### src/rtl/afs_pkg.sv
// Shared types and constants for the animation frame sequencer.
`default_nettype none

package afs_pkg;

    localparam int unsigned HEADER_BYTES = 8;

    localparam logic [1:0] CMD_ADVANCE     = 2'd0;
    localparam logic [1:0] CMD_HEADER      = 2'd1;
    localparam logic [1:0] CMD_SET_PENDING = 2'd2;

    localparam logic [1:0] HDR_OK          = 2'd0;
    localparam logic [1:0] HDR_UNSUPPORTED = 2'd1;
    localparam logic [1:0] HDR_TOO_LONG    = 2'd2;

    typedef struct packed {
        logic [1:0]  command;
        logic [15:0] range_start;
        logic [15:0] range_end;
        logic [31:0] range_start_offset;
        logic        range_loop;
        logic        range_finish_current;
        logic [15:0] range_duration_override;
        logic [23:0] hdr_encoded_length;
        logic [15:0] hdr_duration;
        logic        hdr_is_raw;
    } afs_in_t;

    typedef struct packed {
        logic [15:0] frame_index;
        logic [31:0] frame_offset;
        logic        fetch_header;
        logic        last_frame;
        logic        switched;
        logic        looping;
        logic        finished;
        logic [1:0]  header_status;
    } afs_out_t;

endpackage

`default_nettype wire

### src/rtl/animation_frame_sequencer_unit.sv
// Top level of the animation frame sequencer: input register, core and result register.
`default_nettype none

// The sequencer takes one command item per cycle on the in channel and returns exactly
// one result item per command on the out channel. An accepted item sits in the input
// register, the core updates its range, frame and duration state in a single pass and
// the result is registered at the clock edge on which the item moves on, which waits
// only for a full result register that is not being drained. Throughput is one item
// per cycle; it drops only while the out side holds off and the result register
// cannot drain. The largest allowed encoded frame length is written through cfg_we
// and cfg_wdata and must only change while no item is in flight.
module animation_frame_sequencer_unit #(
    parameter int unsigned FRAME_HDR_BYTES = afs_pkg::HEADER_BYTES
) (
    input  wire logic             clk,
    input  wire logic             rst_n,
    input  wire logic             in_valid,
    output logic                  in_ready,
    input  wire afs_pkg::afs_in_t in_data,
    output logic                  out_valid,
    input  wire logic             out_ready,
    output afs_pkg::afs_out_t     out_data,
    input  wire logic             cfg_we,
    input  wire logic [23:0]      cfg_wdata
);
    import afs_pkg::*;

    afs_in_t     item_reg;
    logic        item_valid_reg;
    afs_out_t    result_reg;
    logic        result_valid_reg;
    logic [23:0] max_len_reg;
    afs_out_t    result;
    logic        step;

    // The held item moves on whenever the result register is empty or being drained.
    assign step      = item_valid_reg && (!result_valid_reg || out_ready);
    assign in_ready  = !item_valid_reg || step;
    assign out_valid = result_valid_reg;
    assign out_data  = result_reg;

    always_ff @(posedge clk or negedge rst_n)
    begin
        if (!rst_n)
        begin
            item_valid_reg   <= 1'b0;
            result_valid_reg <= 1'b0;
            max_len_reg      <= '0;
        end
        else
        begin
            if (cfg_we)
                max_len_reg <= cfg_wdata;
            if (in_ready)
                item_valid_reg <= in_valid;
            if (step)
                result_valid_reg <= 1'b1;
            else if (out_ready)
                result_valid_reg <= 1'b0;
        end
    end

    always_ff @(posedge clk)
    begin
        if (in_ready && in_valid)
            item_reg <= in_data;
        if (step)
            result_reg <= result;
    end

    afs_core #(
        .FRAME_HDR_BYTES (FRAME_HDR_BYTES)
    ) u_core (
        .clk           (clk),
        .rst_n         (rst_n),
        .step          (step),
        .item          (item_reg),
        .max_len_limit (max_len_reg),
        .result        (result)
    );

endmodule

`default_nettype wire

### src/rtl/afs_core.sv
// Sequencer state and the single-pass update for one command item.
`default_nettype none

module afs_core #(
    parameter int unsigned FRAME_HDR_BYTES = afs_pkg::HEADER_BYTES
) (
    input  wire logic             clk,
    input  wire logic             rst_n,
    input  wire logic             step,
    input  wire afs_pkg::afs_in_t item,
    input  wire logic [23:0]      max_len_limit,
    output afs_pkg::afs_out_t     result
);
    import afs_pkg::*;

    logic [15:0] act_start_reg, act_start_next;
    logic [15:0] act_end_reg, act_end_next;
    logic [31:0] act_offset_reg, act_offset_next;
    logic        act_loop_reg, act_loop_next;
    logic        act_finish_reg, act_finish_next;
    logic [15:0] act_override_reg, act_override_next;
    logic [15:0] pend_start_reg, pend_start_next;
    logic [15:0] pend_end_reg, pend_end_next;
    logic [31:0] pend_offset_reg, pend_offset_next;
    logic        pend_loop_reg, pend_loop_next;
    logic        pend_finish_reg, pend_finish_next;
    logic [15:0] pend_override_reg, pend_override_next;
    logic        pend_valid_reg, pend_valid_next;
    logic [15:0] cur_frame_reg, cur_frame_next;
    logic [31:0] cur_offset_reg, cur_offset_next;
    logic [15:0] ticks_left_reg, ticks_left_next;
    logic [23:0] cur_length_reg, cur_length_next;
    logic        fetch_by_switch_reg, fetch_by_switch_next;

    logic       last, sw, lp, fin;
    logic [1:0] status;

    assign last = (cur_frame_reg == act_end_reg);
    assign sw   = pend_valid_reg && (!pend_finish_reg || last);
    assign lp   = last && act_loop_reg && !pend_valid_reg;
    assign fin  = last && !(sw || lp);

    always_comb
    begin
        if (!item.hdr_is_raw && (max_len_limit == 24'd0))
            status = HDR_UNSUPPORTED;
        else if (!item.hdr_is_raw && (item.hdr_encoded_length > max_len_limit))
            status = HDR_TOO_LONG;
        else
            status = HDR_OK;
    end

    always_comb
    begin
        act_start_next       = act_start_reg;
        act_end_next         = act_end_reg;
        act_offset_next      = act_offset_reg;
        act_loop_next        = act_loop_reg;
        act_finish_next      = act_finish_reg;
        act_override_next    = act_override_reg;
        pend_start_next      = pend_start_reg;
        pend_end_next        = pend_end_reg;
        pend_offset_next     = pend_offset_reg;
        pend_loop_next       = pend_loop_reg;
        pend_finish_next     = pend_finish_reg;
        pend_override_next   = pend_override_reg;
        pend_valid_next      = pend_valid_reg;
        cur_frame_next       = cur_frame_reg;
        cur_offset_next      = cur_offset_reg;
        ticks_left_next      = ticks_left_reg;
        cur_length_next      = cur_length_reg;
        fetch_by_switch_next = fetch_by_switch_reg;
        result               = '0;

        unique case (item.command)
            CMD_SET_PENDING:
            begin
                pend_start_next    = item.range_start;
                pend_end_next      = item.range_end;
                pend_offset_next   = item.range_start_offset;
                pend_loop_next     = item.range_loop;
                pend_finish_next   = item.range_finish_current;
                pend_override_next = item.range_duration_override;
                pend_valid_next    = 1'b1;
            end
            CMD_ADVANCE:
            begin
                result.last_frame = last;
                result.switched   = sw;
                result.looping    = lp;
                result.finished   = fin;
                if (sw)
                begin
                    act_start_next       = pend_start_reg;
                    act_end_next         = pend_end_reg;
                    act_offset_next      = pend_offset_reg;
                    act_loop_next        = pend_loop_reg;
                    act_finish_next      = pend_finish_reg;
                    act_override_next    = pend_override_reg;
                    pend_valid_next      = 1'b0;
                    cur_frame_next       = pend_start_reg;
                    cur_offset_next      = pend_offset_reg;
                    result.fetch_header  = 1'b1;
                    fetch_by_switch_next = 1'b1;
                end
                else if (lp)
                begin
                    // Looping parks a copy of the active range in the pending slot.
                    pend_start_next      = act_start_reg;
                    pend_end_next        = act_end_reg;
                    pend_offset_next     = act_offset_reg;
                    pend_loop_next       = act_loop_reg;
                    pend_finish_next     = act_finish_reg;
                    pend_override_next   = act_override_reg;
                    cur_frame_next       = act_start_reg;
                    cur_offset_next      = act_offset_reg;
                    result.fetch_header  = 1'b1;
                    fetch_by_switch_next = 1'b0;
                end
                else if (!fin)
                begin
                    cur_frame_next  = cur_frame_reg + 16'd1;
                    ticks_left_next = ticks_left_reg - 16'd1;
                    if (ticks_left_reg == 16'd1)
                    begin
                        cur_offset_next = cur_offset_reg + 32'(FRAME_HDR_BYTES)
                                          + {8'd0, cur_length_reg};
                        result.fetch_header  = 1'b1;
                        fetch_by_switch_next = 1'b0;
                    end
                end
            end
            CMD_HEADER:
            begin
                cur_length_next      = item.hdr_encoded_length;
                result.header_status = status;
                if (status == HDR_OK)
                    ticks_left_next = fetch_by_switch_reg ? act_override_reg
                                                          : item.hdr_duration;
                fetch_by_switch_next = 1'b0;
            end
            default:
            begin
            end
        endcase

        result.frame_index  = cur_frame_next;
        result.frame_offset = cur_offset_next;
    end

    always_ff @(posedge clk or negedge rst_n)
    begin
        if (!rst_n)
        begin
            act_start_reg       <= '0;
            act_end_reg         <= '0;
            act_offset_reg      <= '0;
            act_loop_reg        <= 1'b0;
            act_finish_reg      <= 1'b0;
            act_override_reg    <= '0;
            pend_start_reg      <= '0;
            pend_end_reg        <= '0;
            pend_offset_reg     <= '0;
            pend_loop_reg       <= 1'b0;
            pend_finish_reg     <= 1'b0;
            pend_override_reg   <= '0;
            pend_valid_reg      <= 1'b0;
            cur_frame_reg       <= '0;
            cur_offset_reg      <= '0;
            ticks_left_reg      <= '0;
            cur_length_reg      <= '0;
            fetch_by_switch_reg <= 1'b0;
        end
        else if (step)
        begin
            act_start_reg       <= act_start_next;
            act_end_reg         <= act_end_next;
            act_offset_reg      <= act_offset_next;
            act_loop_reg        <= act_loop_next;
            act_finish_reg      <= act_finish_next;
            act_override_reg    <= act_override_next;
            pend_start_reg      <= pend_start_next;
            pend_end_reg        <= pend_end_next;
            pend_offset_reg     <= pend_offset_next;
            pend_loop_reg       <= pend_loop_next;
            pend_finish_reg     <= pend_finish_next;
            pend_override_reg   <= pend_override_next;
            pend_valid_reg      <= pend_valid_next;
            cur_frame_reg       <= cur_frame_next;
            cur_offset_reg      <= cur_offset_next;
            ticks_left_reg      <= ticks_left_next;
            cur_length_reg      <= cur_length_next;
            fetch_by_switch_reg <= fetch_by_switch_next;
        end
    end

    // A switch consumes the pending range and marks the next header as switch-driven.
    assert property (@(posedge clk) disable iff (!rst_n)
        step && result.switched |=> !pend_valid_reg && fetch_by_switch_reg)
        else $error("switch did not consume the pending range");

    assert property (@(posedge clk) disable iff (!rst_n)
        step && result.looping |=> !pend_valid_reg && !fetch_by_switch_reg
                                   && (cur_frame_reg == act_start_reg))
        else $error("loop did not restart the active range");

    assert property (@(posedge clk) disable iff (!rst_n)
        step && (item.command == CMD_SET_PENDING) |=> pend_valid_reg)
        else $error("pending range not marked valid");

    assert property (@(posedge clk) disable iff (!rst_n)
        step && result.finished |=> $stable(cur_frame_reg) && $stable(ticks_left_reg))
        else $error("finished advance changed the sequencer state");

    assert property (@(posedge clk) disable iff (!rst_n)
        step && (item.command == CMD_HEADER) |=> !fetch_by_switch_reg)
        else $error("header arrival left the switch mark set");

endmodule

`default_nettype wire

### config.mk
export PLATFORM = sky130hd
export DESIGN_NAME = animation_frame_sequencer_unit
export DESIGN_NICKNAME = d
export VERILOG_FILES = /design/src/rtl/afs_pkg.sv /design/src/rtl/animation_frame_sequencer_unit.sv /design/src/rtl/afs_core.sv
export SDC_FILE = /design/constraint.sdc
export NUM_CORES = 1
export LEC_CHECK = 0
export ABC_AREA = 1
export BUFFER_PORTS_ARGS = -buffer_cell sky130_fd_sc_hd__clkbuf_2
export CORE_UTILIZATION = 65
export DETAILED_ROUTE_END_ITERATION = 8
export MAX_ROUTING_LAYER = met4
export PLACE_DENSITY = 0.86
export SYNTH_ARGS = -nofsm -noshare
export SYNTH_HDL_FRONTEND = slang
export SYNTH_SLANG_ARGS = --single-unit
### constraint.sdc
create_clock -name clk -period 6.2 [get_ports clk]
set_input_delay 1.55 -clock clk [delete_from_list [all_inputs] [get_ports clk]]
set_output_delay 1.55 -clock clk [all_outputs]
set_load 0.02 [all_outputs]
==> key figures <==
Outcome
  • Status: finished clean

STA
  • Max Slew Vio Count: 0
  • Slew headroom: 0.1704
  • Clock Skew: around 22 ps
  • Worst-Margin Slew: 1241 ps
  • Tmin final: 4232 ps
  • Final hold vios: 0
  • RSZ-0062 raised after global routing: no
  • Setup TNS: 0 ps
  • Max Clock Freq: about 0.24 GHz
  • Setup violations, final: 0
  • Tcrit/Tclk final: 0.6825
  • Setup WS post-layout: approximately 2000 ps
  • Fin Hold WS: between 400 and 500 ps

Yosys
  • Fraction of registers with async set/reset: 0.6087
  • Synth top area share: 0.3057
  • Dominant synthesized flop cell: dfrtp_1
  • Synth top area cells: dfrtp_1 31%, edfxtp_1 24%, nand2_1 13%
  • Flip-flop and latch count after synthesis: 460
  • Post-synthesis cell area: roughly 0.023 sq mm
  • Sequential share of the synthesized area: 0.5416
  • Synth Net Count: 2846
  • Cell taking the most area after synthesis: dfrtp_1
  • Distinct cells, synth: 45
  • Ys Warns: 0
  • Synthesized instance count: roughly 2.6k
  • Number of synthesized flops with an enable pin: 180
  • Syn avg cell area: between 8 and 9 sq um

Worst setup path
  • Endpoint type of the worst setup path: flip-flop
  • Worst Path Max Fanout: 61
  • Slowest cell on the critical path: buf_4
  • Reg2Reg Launch Point: u_core.cur_frame_reg[13]
  • CP Cell Sequence: inv_2, nand2_1, nand2_1, nor2_1, nand2_1, nor2_1, nand2_1, nand2_1, nand2_1, inv_2, buf_4, nor2_2, nand2_2, nand3_2, nor3_4, nand2_2, nand2_1, o21ai_2
  • Top cell family by delay on the critical path: simple AND/OR/NAND/NOR gates
  • CP required: about 6700 ps
  • Buffer and inverter count on the worst path: 3
  • Worst Reg-to-Reg Cells: 18
  • Reg-to-reg endpoint: u_core.ticks_left_reg[3]
  • Critical path type: flip-flop to flip-flop
  • CP max stage delay: 630 ps
  • Top cell by count, worst path: nand2_1
  • Crit start category: flip-flop
  • Critical path arrival: roughly 4700 ps
  • R2R Setup Slk: just under 2000 ps

CTS
  • Clock buffer depth: 3
  • Clock sink total: 460
  • Clock latency on the worst-skew pair: 600 ps
  • CTS tree: done
  • Post-CTS Setup Bufs: 0
  • Hold Buf Count CTS: 0
  • Root Driver: clkbuf_16
  • CTS buffer count: 47
  • H-Tree Depth: 2
  • Cells resized by post-CTS repair: 0
  • Clk slew on worst S/H paths: about 70 ps

Routing
  • Avg WL per Cell: about 20 um
  • DRC: 0
  • Drt first pass iters: 6
  • DR vias: 19.51k
  • Antenna Nets Post-Route: 0
  • Via/cell ratio: between 5 and 6
  • DR iter-0 viols: between 2k and 2.5k
  • Final WL: ~64000 um

Finish
  • Nets: roughly 3k
  • Ant diodes: 0
  • Layout fillers: between 2k and 2.5k
  • Max reg flops: approximately 130
  • Share of layout cells above drive strength 1: 0.1598
  • Area grow syn2layout: 13.68%
  • Non-Filler Instances: approximately 3.3k

Placement
  • Placed cells: 3189
  • IO buf count: between 200 and 250
  • Placer congestion estimate: between 0.9 and 1
  • Post-DP HPWL: 42770 um
  • Post-place setup slack: 2109 ps

Pwr
  • Pwr Density: ~460 mW/mm^2
  • Leak pwr: about 12 nW
  • VDD IR max: about 380 uV

Global routing
  • GR Util All Layers: 0.3742
  • First-pass GRT wire length: between 100000 and 150000 um
  • Initial antenna violation count: 0
  • GR Overflow Total: 0
  • Vias in the first global route: roughly 19k
  • Largest net degree at the start of global routing: between 150 and 200

Hold path
  • WHS Endpoint: u_core.act_end_reg[13]
  • HP Start: u_core.pend_end_reg[13]
  • Worst Hold Depth: 2
  • Worst hold path type: flip-flop to flip-flop

Floorplanning
  • Die area: between 0.03 and 0.04 sq mm
  • Ports: 211
  • DIE HEIGHT: 189.8 um
  • Starting Density: 0.6618
  • Row count: 68
  • Core outline area: roughly 0.035 sq mm
  • Die Span X: between 150 and 200 um

Run
  • Max Cap Viol: 0
==> cell type report <==
cell class | instances | area, sq um | share of cell area
Sequential cell | 460 | 12410 | 0.4764
Timing Repair Buffer | 235 | 1286 | 0.04937
Multi-Input combinational cell | 1769 | 9039 | 0.3469
Inverter | 270 | 1020 | 0.03914
Tap cell | 455 | 569.3 | 0.02185
Clock buffer | 55 | 1277 | 0.04903
Clock inverter | 33 | 450.4 | 0.01729
==> cells by family after synthesis <==
| group | after synthesis | synth area share |
|---|---|---|
| multiplexers | 22 | 0.01081 |
| AO/OA/AOI/OAI | 498 | 0.1227 |
| buffers and inverters | 387 | 0.06502 |
| XOR/XNOR | 24 | 0.009172 |
| AND/OR/NAND/NOR | 1149 | 0.2089 |
| flip-flops | 460 | 0.5416 |
| adder cells (fa/ha/maj) | 76 | 0.04182 |
==> synthesized netlist by cell type, types with 7 or more instances <==
| cell type | n |
|---|---|
| buf_2 | 21 |
| edfxtp_1 | 180 |
| inv_2 | 18 |
| dfrtp_1 | 280 |
| o21ai_2 | 8 |
| o211ai_1 | 65 |
| or2_2 | 68 |
| nor3_1 | 18 |
| inv_1 | 250 |
| ha_1 | 75 |
| nand4_1 | 32 |
| xnor2_1 | 12 |
| nor2_1 | 109 |
| o21a_1 | 21 |
| xor2_1 | 12 |
| nand3_1 | 96 |
| nand2_1 | 807 |
| mux2_2 | 22 |
| o22ai_1 | 10 |
| o21ai_0 | 277 |
| a21oi_1 | 97 |
| clkbuf_1 | 92 |
| nor4_1 | 7 |
==> power breakdown <==
group | total [mW] | internal, mW | switching [mW]
registers | 4.84 | 4.12 | 0.727
clock network | 3.16 | 1.90 | 1.25
logic | 4.06 | 1.41 | 2.65
==> worst max-delay path by stage <==
stage,slack (ps),to,cells after the start,from
2_1_floorplan,1390,item_reg[0],4,out_ready
3_3_place_gp,2210,u_core.cur_length_reg[1],7,out_ready
3_5_place_dp,2110,u_core.ticks_left_reg[3],18,u_core.cur_frame_reg[13]
4_1_cts,2080,u_core.ticks_left_reg[3],18,u_core.cur_frame_reg[13]
5_1_grt,1650,u_core.ticks_left_reg[3],18,u_core.cur_frame_reg[13]
6_report,1970,u_core.ticks_left_reg[3],18,u_core.cur_frame_reg[13]
==> through the flow <==
step / util / total power [mW] / area [sq um]
floorplan: - / 7.499 / 22920
global placement: 0.7025 / 8.595 / 24330
detailed placement: 0.7025 / 8.771 / 24330
CTS: 0.7524 / 11.99 / 26050
global route: 0.7524 / 12.74 / 26050
finish: 0.7524 / 12.05 / 26050
==> per-layer routing <==
metal	global-route usage	routed length, um	vias up
met5	-	0	-
met2	0.5943	30410	1009
met3	0.06217	4875	166
li1	-	-	8992
met1	0.4935	26790	9345
met4	0.1216	1921	0
==> worst reg2reg max path, stage by stage, from the launching register on <==
cell	delay, ps
dfrtp_1	480
inv_2	110
nand2_1	70
nand2_1	50
nor2_1	110
nand2_1	80
nor2_1	110
nand2_1	160
nand2_1	100
nand2_1	530
inv_2	220
buf_4	630
nor2_2	120
nand2_2	120
nand3_2	80
nor3_4	380
nand2_2	440
nand2_1	250
o21ai_2	70
==> placed cells by master (no fill, tap or decap), types with 65 or more instances in the layout <==
master / Yosys / layout
nand2_1: 807 / 806
dfrtp_1: 280 / 280
o21ai_0: 277 / 277
inv_1: 250 / 248
clkbuf_2: 0 / 209
edfxtp_1: 180 / 180
nor2_1: 109 / 107
a21oi_1: 97 / 97
nand3_1: 96 / 95
ha_1: 75 / 75
or2_2: 68 / 68
o211ai_1: 65 / 65
No activity file was read; power rests on OpenSTA's default activity.
